==> config.mk <==
export PLATFORM = sky130hd
export DESIGN_NAME = fcpu_mul
export DESIGN_NICKNAME = d
export VERILOG_FILES = /design/src/sv/assert_macros.svh /design/src/sv/fcpu_pkg.sv /design/src/sv/fcpu_mul.sv
export SDC_FILE = /design/constraint.sdc
export NUM_CORES = 2
export LEC_CHECK = 0
export ABC_AREA = 1
export BUFFER_PORTS_ARGS = -buffer_cell sky130_fd_sc_hd__buf_2
export CORE_ASPECT_RATIO = 1.2
export CORE_MARGIN = 4
export CORE_UTILIZATION = 41
export CTS_CLUSTER_SIZE = 25
export DETAILED_ROUTE_END_ITERATION = 6
export PLACE_DENSITY = 0.65
export SYNTH_ARGS = -nofsm -noshare
export SYNTH_HDL_FRONTEND = slang
export SYNTH_SLANG_ARGS = --single-unit
==> constraint.sdc <==
create_clock -name aclk -period 8.5 [get_ports aclk]
set_input_delay 1.275 -clock aclk [delete_from_list [all_inputs] [get_ports aclk]]
set_output_delay 1.275 -clock aclk [all_outputs]
set_load 0.1 [all_outputs]
==> src/sv/assert_macros.svh <==
// Assertion macros shared by the camera pose RTL.
`ifndef ASSERT_MACROS_SVH
`define ASSERT_MACROS_SVH

// Check a property on every rising clock edge outside reset.
`define FCPU_ASSERT(lbl, clk, rstn, prop, msg) \
    lbl: assert property (@(posedge clk) disable iff (!rstn) prop) else $error(msg);

// Check a property on every rising clock edge, reset included.
`define FCPU_ASSERT_ALWAYS(lbl, clk, prop, msg) \
    lbl: assert property (@(posedge clk) prop) else $error(msg);

`endif

==> src/sv/fcpu_pkg.sv <==
// Shared types, constants and helper functions of the camera pose unit.
`default_nettype none
package fcpu_pkg;

    localparam int POS_W    = 32;
    localparam int ANG_W    = 20;
    localparam int CDC_W    = 36;
    localparam int CDC_ITER = 16;

    localparam logic signed [23:0] HALF_PI_Q16 = 24'sd102944;
    localparam logic signed [23:0] PI_Q16      = 24'sd205887;
    localparam logic signed [23:0] TWO_PI_Q16  = 24'sd411775;

    localparam logic signed [CDC_W-1:0] HALF_PI_Q30 = 36'sd1686629713;
    localparam logic signed [CDC_W-1:0] PI_Q30      = 36'sd3373259426;
    localparam logic signed [CDC_W-1:0] GAIN_Q30    = 36'sd652032874;

    typedef enum logic [2:0] {
        CMD_MOVE         = 3'd0,
        CMD_LOOK_AT      = 3'd1,
        CMD_ADVANCE      = 3'd2,
        CMD_STRAFE_RIGHT = 3'd3,
        CMD_STRAFE_LEFT  = 3'd4,
        CMD_MOVE_UP      = 3'd5,
        CMD_TURN         = 3'd6,
        CMD_NOP          = 3'd7
    } cmd_t;

    // Request from the sequencer to the CORDIC unit.
    typedef struct packed {
        logic start;
        logic vect;
    } cdc_cmd_t;

    // Arctangent of 2^-i in Q30.
    function automatic logic signed [CDC_W-1:0] atan_q30(input logic [4:0] i);
        logic signed [CDC_W-1:0] r;
        case (i)
            5'd0:  r = 36'sd843314857;
            5'd1:  r = 36'sd497837829;
            5'd2:  r = 36'sd263043837;
            5'd3:  r = 36'sd133525159;
            5'd4:  r = 36'sd67021687;
            5'd5:  r = 36'sd33543516;
            5'd6:  r = 36'sd16775851;
            5'd7:  r = 36'sd8388437;
            5'd8:  r = 36'sd4194283;
            5'd9:  r = 36'sd2097149;
            5'd10: r = 36'sd1048576;
            5'd11: r = 36'sd524288;
            5'd12: r = 36'sd262144;
            5'd13: r = 36'sd131072;
            5'd14: r = 36'sd65536;
            5'd15: r = 36'sd32768;
            5'd16: r = 36'sd16384;
            5'd17: r = 36'sd8192;
            5'd18: r = 36'sd4096;
            5'd19: r = 36'sd2048;
            5'd20: r = 36'sd1024;
            5'd21: r = 36'sd512;
            5'd22: r = 36'sd256;
            5'd23: r = 36'sd128;
            5'd24: r = 36'sd64;
            5'd25: r = 36'sd32;
            5'd26: r = 36'sd16;
            5'd27: r = 36'sd8;
            5'd28: r = 36'sd4;
            5'd29: r = 36'sd2;
            default: r = '0;
        endcase
        return r;
    endfunction

    // Clamp a wide sum to the signed position range.
    function automatic logic signed [POS_W-1:0] sat_val(input logic signed [37:0] v);
        logic signed [37:0] hi;
        logic signed [37:0] lo;
        hi = 38'sd2147483647;
        lo = -38'sd2147483648;
        if (v > hi) begin
            return hi[POS_W-1:0];
        end else if (v < lo) begin
            return lo[POS_W-1:0];
        end
        return v[POS_W-1:0];
    endfunction

    function automatic logic sat_hit(input logic signed [37:0] v);
        return (v > 38'sd2147483647) || (v < -38'sd2147483648);
    endfunction

    // Clamp a Q7.16 pitch to plus or minus pi/2.
    function automatic logic signed [ANG_W-1:0] clamp_pitch(input logic signed [23:0] v);
        if (v > HALF_PI_Q16) begin
            return HALF_PI_Q16[ANG_W-1:0];
        end else if (v < -HALF_PI_Q16) begin
            return 20'(-HALF_PI_Q16);
        end
        return v[ANG_W-1:0];
    endfunction

    // Round a Q30 angle to Q7.16.
    function automatic logic signed [23:0] q30_to_q16(input logic signed [CDC_W-1:0] z);
        logic signed [CDC_W-1:0] t;
        t = z + 36'sd8192;
        return {{2{t[CDC_W-1]}}, t[CDC_W-1:14]};
    endfunction

endpackage
`default_nettype wire

==> src/sv/fcpu_mul.sv <==
// Registered signed multiplier shared by the pose sequencer.
`default_nettype none
module fcpu_mul import fcpu_pkg::*; (
    input  wire logic               aclk,
    input  wire logic signed [33:0] a,
    input  wire logic signed [31:0] b,
    output logic signed [65:0]      p
);

    logic signed [65:0] p_reg;

    // Register the product
    always_ff @(posedge aclk) begin
        p_reg <= 66'(a) * 66'(b);
    end

    assign p = p_reg;

endmodule
`default_nettype wire

==> insert_results.sql <==
INSERT INTO impl_metrics (metric_group, metric, value, unit) VALUES
('floorplan', 'standard_cell_row_count', '128', ''),
('clock_network', 'clock_tree.htree_level_count', '3', ''),
('sta', 'report.final.setup_viol', '0', ''),
('finish', 'layout_commonest_cell', 'inv_1', ''),
('sta', 'slew-limit-headroom', '36.40', '%'),
('sta', 'timing_hold_violations_final', '0', ''),
('finish', 'final_cell_mix', '1804 x inv_1, 1550 x nand2_1, 1142 x fa_1, 188 x ha_1, 132 x buf_2', ''),
('placed_design', 'gpl.final_weighted_congestion', '0.9756', ''),
('yosys', 'synth_async_sr_flop_share', '0', '%'),
('setup_path', 'worst_path_dominant_cell_family', 'adder cells', ''),
('yosys', 'synth_area_leaders', 'fa_1 54%, inv_1 16%, nand2_1 14%, ha_1 5.6%, dfxtp_1 3.1%', ''),
('clock_network', 'cts.hold.buffers_added', '0', ''),
('setup_path', 'crit_fanout', '26', ''),
('global_route', 'grt_overflow_total', '0', ''),
('yosys', 'synth_top_area_share', '54.00', '%'),
('finish', 'layout_overhead_on_the_synthesized_area', '6.998', '%'),
('placed_design', 'port_buffers', '132', ''),
('floorplan', 'fp.dieArea', '108500', 'µm²'),
('clock_network', 'cts.root.buffer_cell', 'clkbuf_16', ''),
('yosys', 'post_synth.cell_area_avg', '7.831', 'µm²'),
('clock_network', 'tritoncts.num_buffers', '9', ''),
('yosys', 'post_synthesis_instance_area', '42340', 'µm²'),
('yosys', 'yosys_warnings', '0', ''),
('yosys', 'yosys.cell_types.count', '36', ''),
('detailed_routing', 'detail_route.wirelength', '117300', 'µm'),
('setup_path', 'worst_path_most_repeated_cell', 'fa_1', ''),
('sta', 'setup_tns', '0', 'ns'),
('setup_path', 'worst_setup_path_start_kind', 'primary input', ''),
('floorplan', 'ioPinCount', '133', ''),
('job', 'maxCapViolCount', '0', ''),
('setup_path', 'critical_path.slowest_cell', 'fa_1', ''),
('clock_network', 'cts_buffer_depth', '2', ''),
('placed_design', 'hpwl', '103600', 'µm'),
('yosys', 'seq_area_frac_synth', '3.121', '%'),
('floorplan', 'die_y', '360.0', 'µm'),
('yosys', 'yosys_reg_bits', '66', ''),
('clock_network', 'clkSinkCount', '66', ''),
('sta', 'worstMarginPinSlew', '0.9541', 'ns'),
('yosys', 'synthCells', '5406', ''),
('sta', 'final.period_utilization', '93.79', '%'),
('setup_path', 'worst-path-buf-inv', '6', ''),
('clock_network', 'clock_transition_at_the_register_clock_pins_on_the_worst_setup_and_hold_paths_after_cts', '0.07', 'ns'),
('global_route', 'grt_max_degree', '36', ''),
('clock_network', 'post-cts-setup-buffer-count', '0', ''),
('sta', 'fin_ws', '0.5282', 'ns'),
('global_route', 'vias_in_the_first_global_route', '35810', ''),
('finish', 'largest_register_ffs', '66', ''),
('setup_path', 'cp_data_arrival_time', '8.21', 'ns'),
('detailed_routing', 'drt_first_iter_violations', '2022', ''),
('yosys', 'synth.net_count', '6803', ''),
('setup_path', 'cells_along_the_critical_path', 'buf_2, nand2_1, inv_1, fa_1, inv_1, fa_1, fa_1, inv_1, fa_1, fa_1, fa_1, inv_1, fa_1, inv_1, fa_1, ha_1, nand2_1, nor2_1, nand2_1, nor4_1, nand2_1, nand4_1, nand2_1', ''),
('sta', 'fin_crit', '7.972', 'ns'),
('hold_path', 'holdCritPathClass', 'primary input to register', ''),
('setup_path', 'critPathRequiredTime', '8.74', 'ns'),
('floorplan', 'initial_utilization', '41.50', '%'),
('outcome', 'run_status', 'finished clean', ''),
('setup_path', 'path_class', 'primary input to register', ''),
('sta', 'rsz_0062_raised_after_global_routing', 'no', ''),
('global_route', 'grt_pass1_wl', '193200', 'µm'),
('floorplan', 'floorplan.die.width', '301.3', 'µm'),
('finish', 'drive_gt1_share', '6.379', '%'),
('finish', 'final_net_count', '6847', ''),
('setup_path', 'worstSetupEndpointType', 'register', ''),
('finish', 'final_core_util', '44.40', '%'),
('clock_network', 'tritoncts', 'done', ''),
('sta', 'maxSlewViolCount', '0', ''),
('detailed_routing', 'drc', '0', ''),
('clock_network', 'ctsResizeCount', '0', ''),
('detailed_routing', 'detailroute.via_count', '32637', ''),
('detailed_routing', 'drt.antenna.violating_nets', '0', ''),
('yosys', 'commonest_register_cell_after_synthesis', 'dfxtp_1', '');
## final timing paths
path	from	endpoint	slack, ns	cells after the start
worst min-delay path	a[0]	p[0]	1.45	4
worst max-delay path	b[15]	p[58]	0.53	23
## cells in the mapped netlist (2+ instances only)
cell,n
a21oi_1,62
a21oi_2,2
and2_1,2
buf_1,6
clkbuf_1,223
dfxtp_1,66
fa_1,1142
ha_1,188
inv_1,1804
inv_2,2
nand2_1,1550
nand2_2,19
nand3_1,66
nand3_2,5
nand4_1,21
nor2_1,119
nor2_2,16
nor2_4,4
nor3_1,6
nor3_2,3
nor4_1,7
o21ai_0,23
o21ai_1,2
o21bai_1,13
or2_2,14
xor2_1,31
## kinds of logic after synthesis
| logic type | count (synthesis) | synth area share [%] |
|---|---|---|
| compound gates | 104 | 1.345 |
| xor+xnor | 32 | 0.6620 |
| fa+ha+maj | 1330 | 59.56 |
| buf+inv | 2035 | 18.04 |
| flops | 66 | 3.121 |
| simple gates | 1839 | 17.27 |
## metal layers
layer | up-vias | GRT usage [%] | share of wire [%]
li1 | 14751 | - | -
met1 | 16677 | 28.85 | 39
met2 | 969 | 40.06 | 51
met3 | 234 | 2.140 | 5.5
met4 | 6 | 7.186 | 3.7
met5 | - | 0 | 0.029
## per-stage QoR
stage	cell area, µm²	instances
2_1_floorplan	42340	5406
4_1_cts	45280	6820
3_5_place_dp	44960	6804
3_3_place_gp	44960	6804
6_report	45300	6826
5_1_grt	45290	6824
## worst min-delay path, cell delays in order
cell	delay [ns]
buf_2	0.14
buf_12	0.19
nand2_1	0.09
inv_1	0.04
## cell type report
class	instances	area, µm²
clock buffer	9	225.2
clock inverter	7	100.1
fill	10216	56720
antenna	6	15.01
multi-input combinational	3305	33380
timing repair buffer	262	1774
sequential	66	1321
tap	1365	1708
inverter	1806	6779
Power is left out: the tool's default activity adds up to more than one toggle a clock period on the data nets, which glitch-free logic cannot reach.
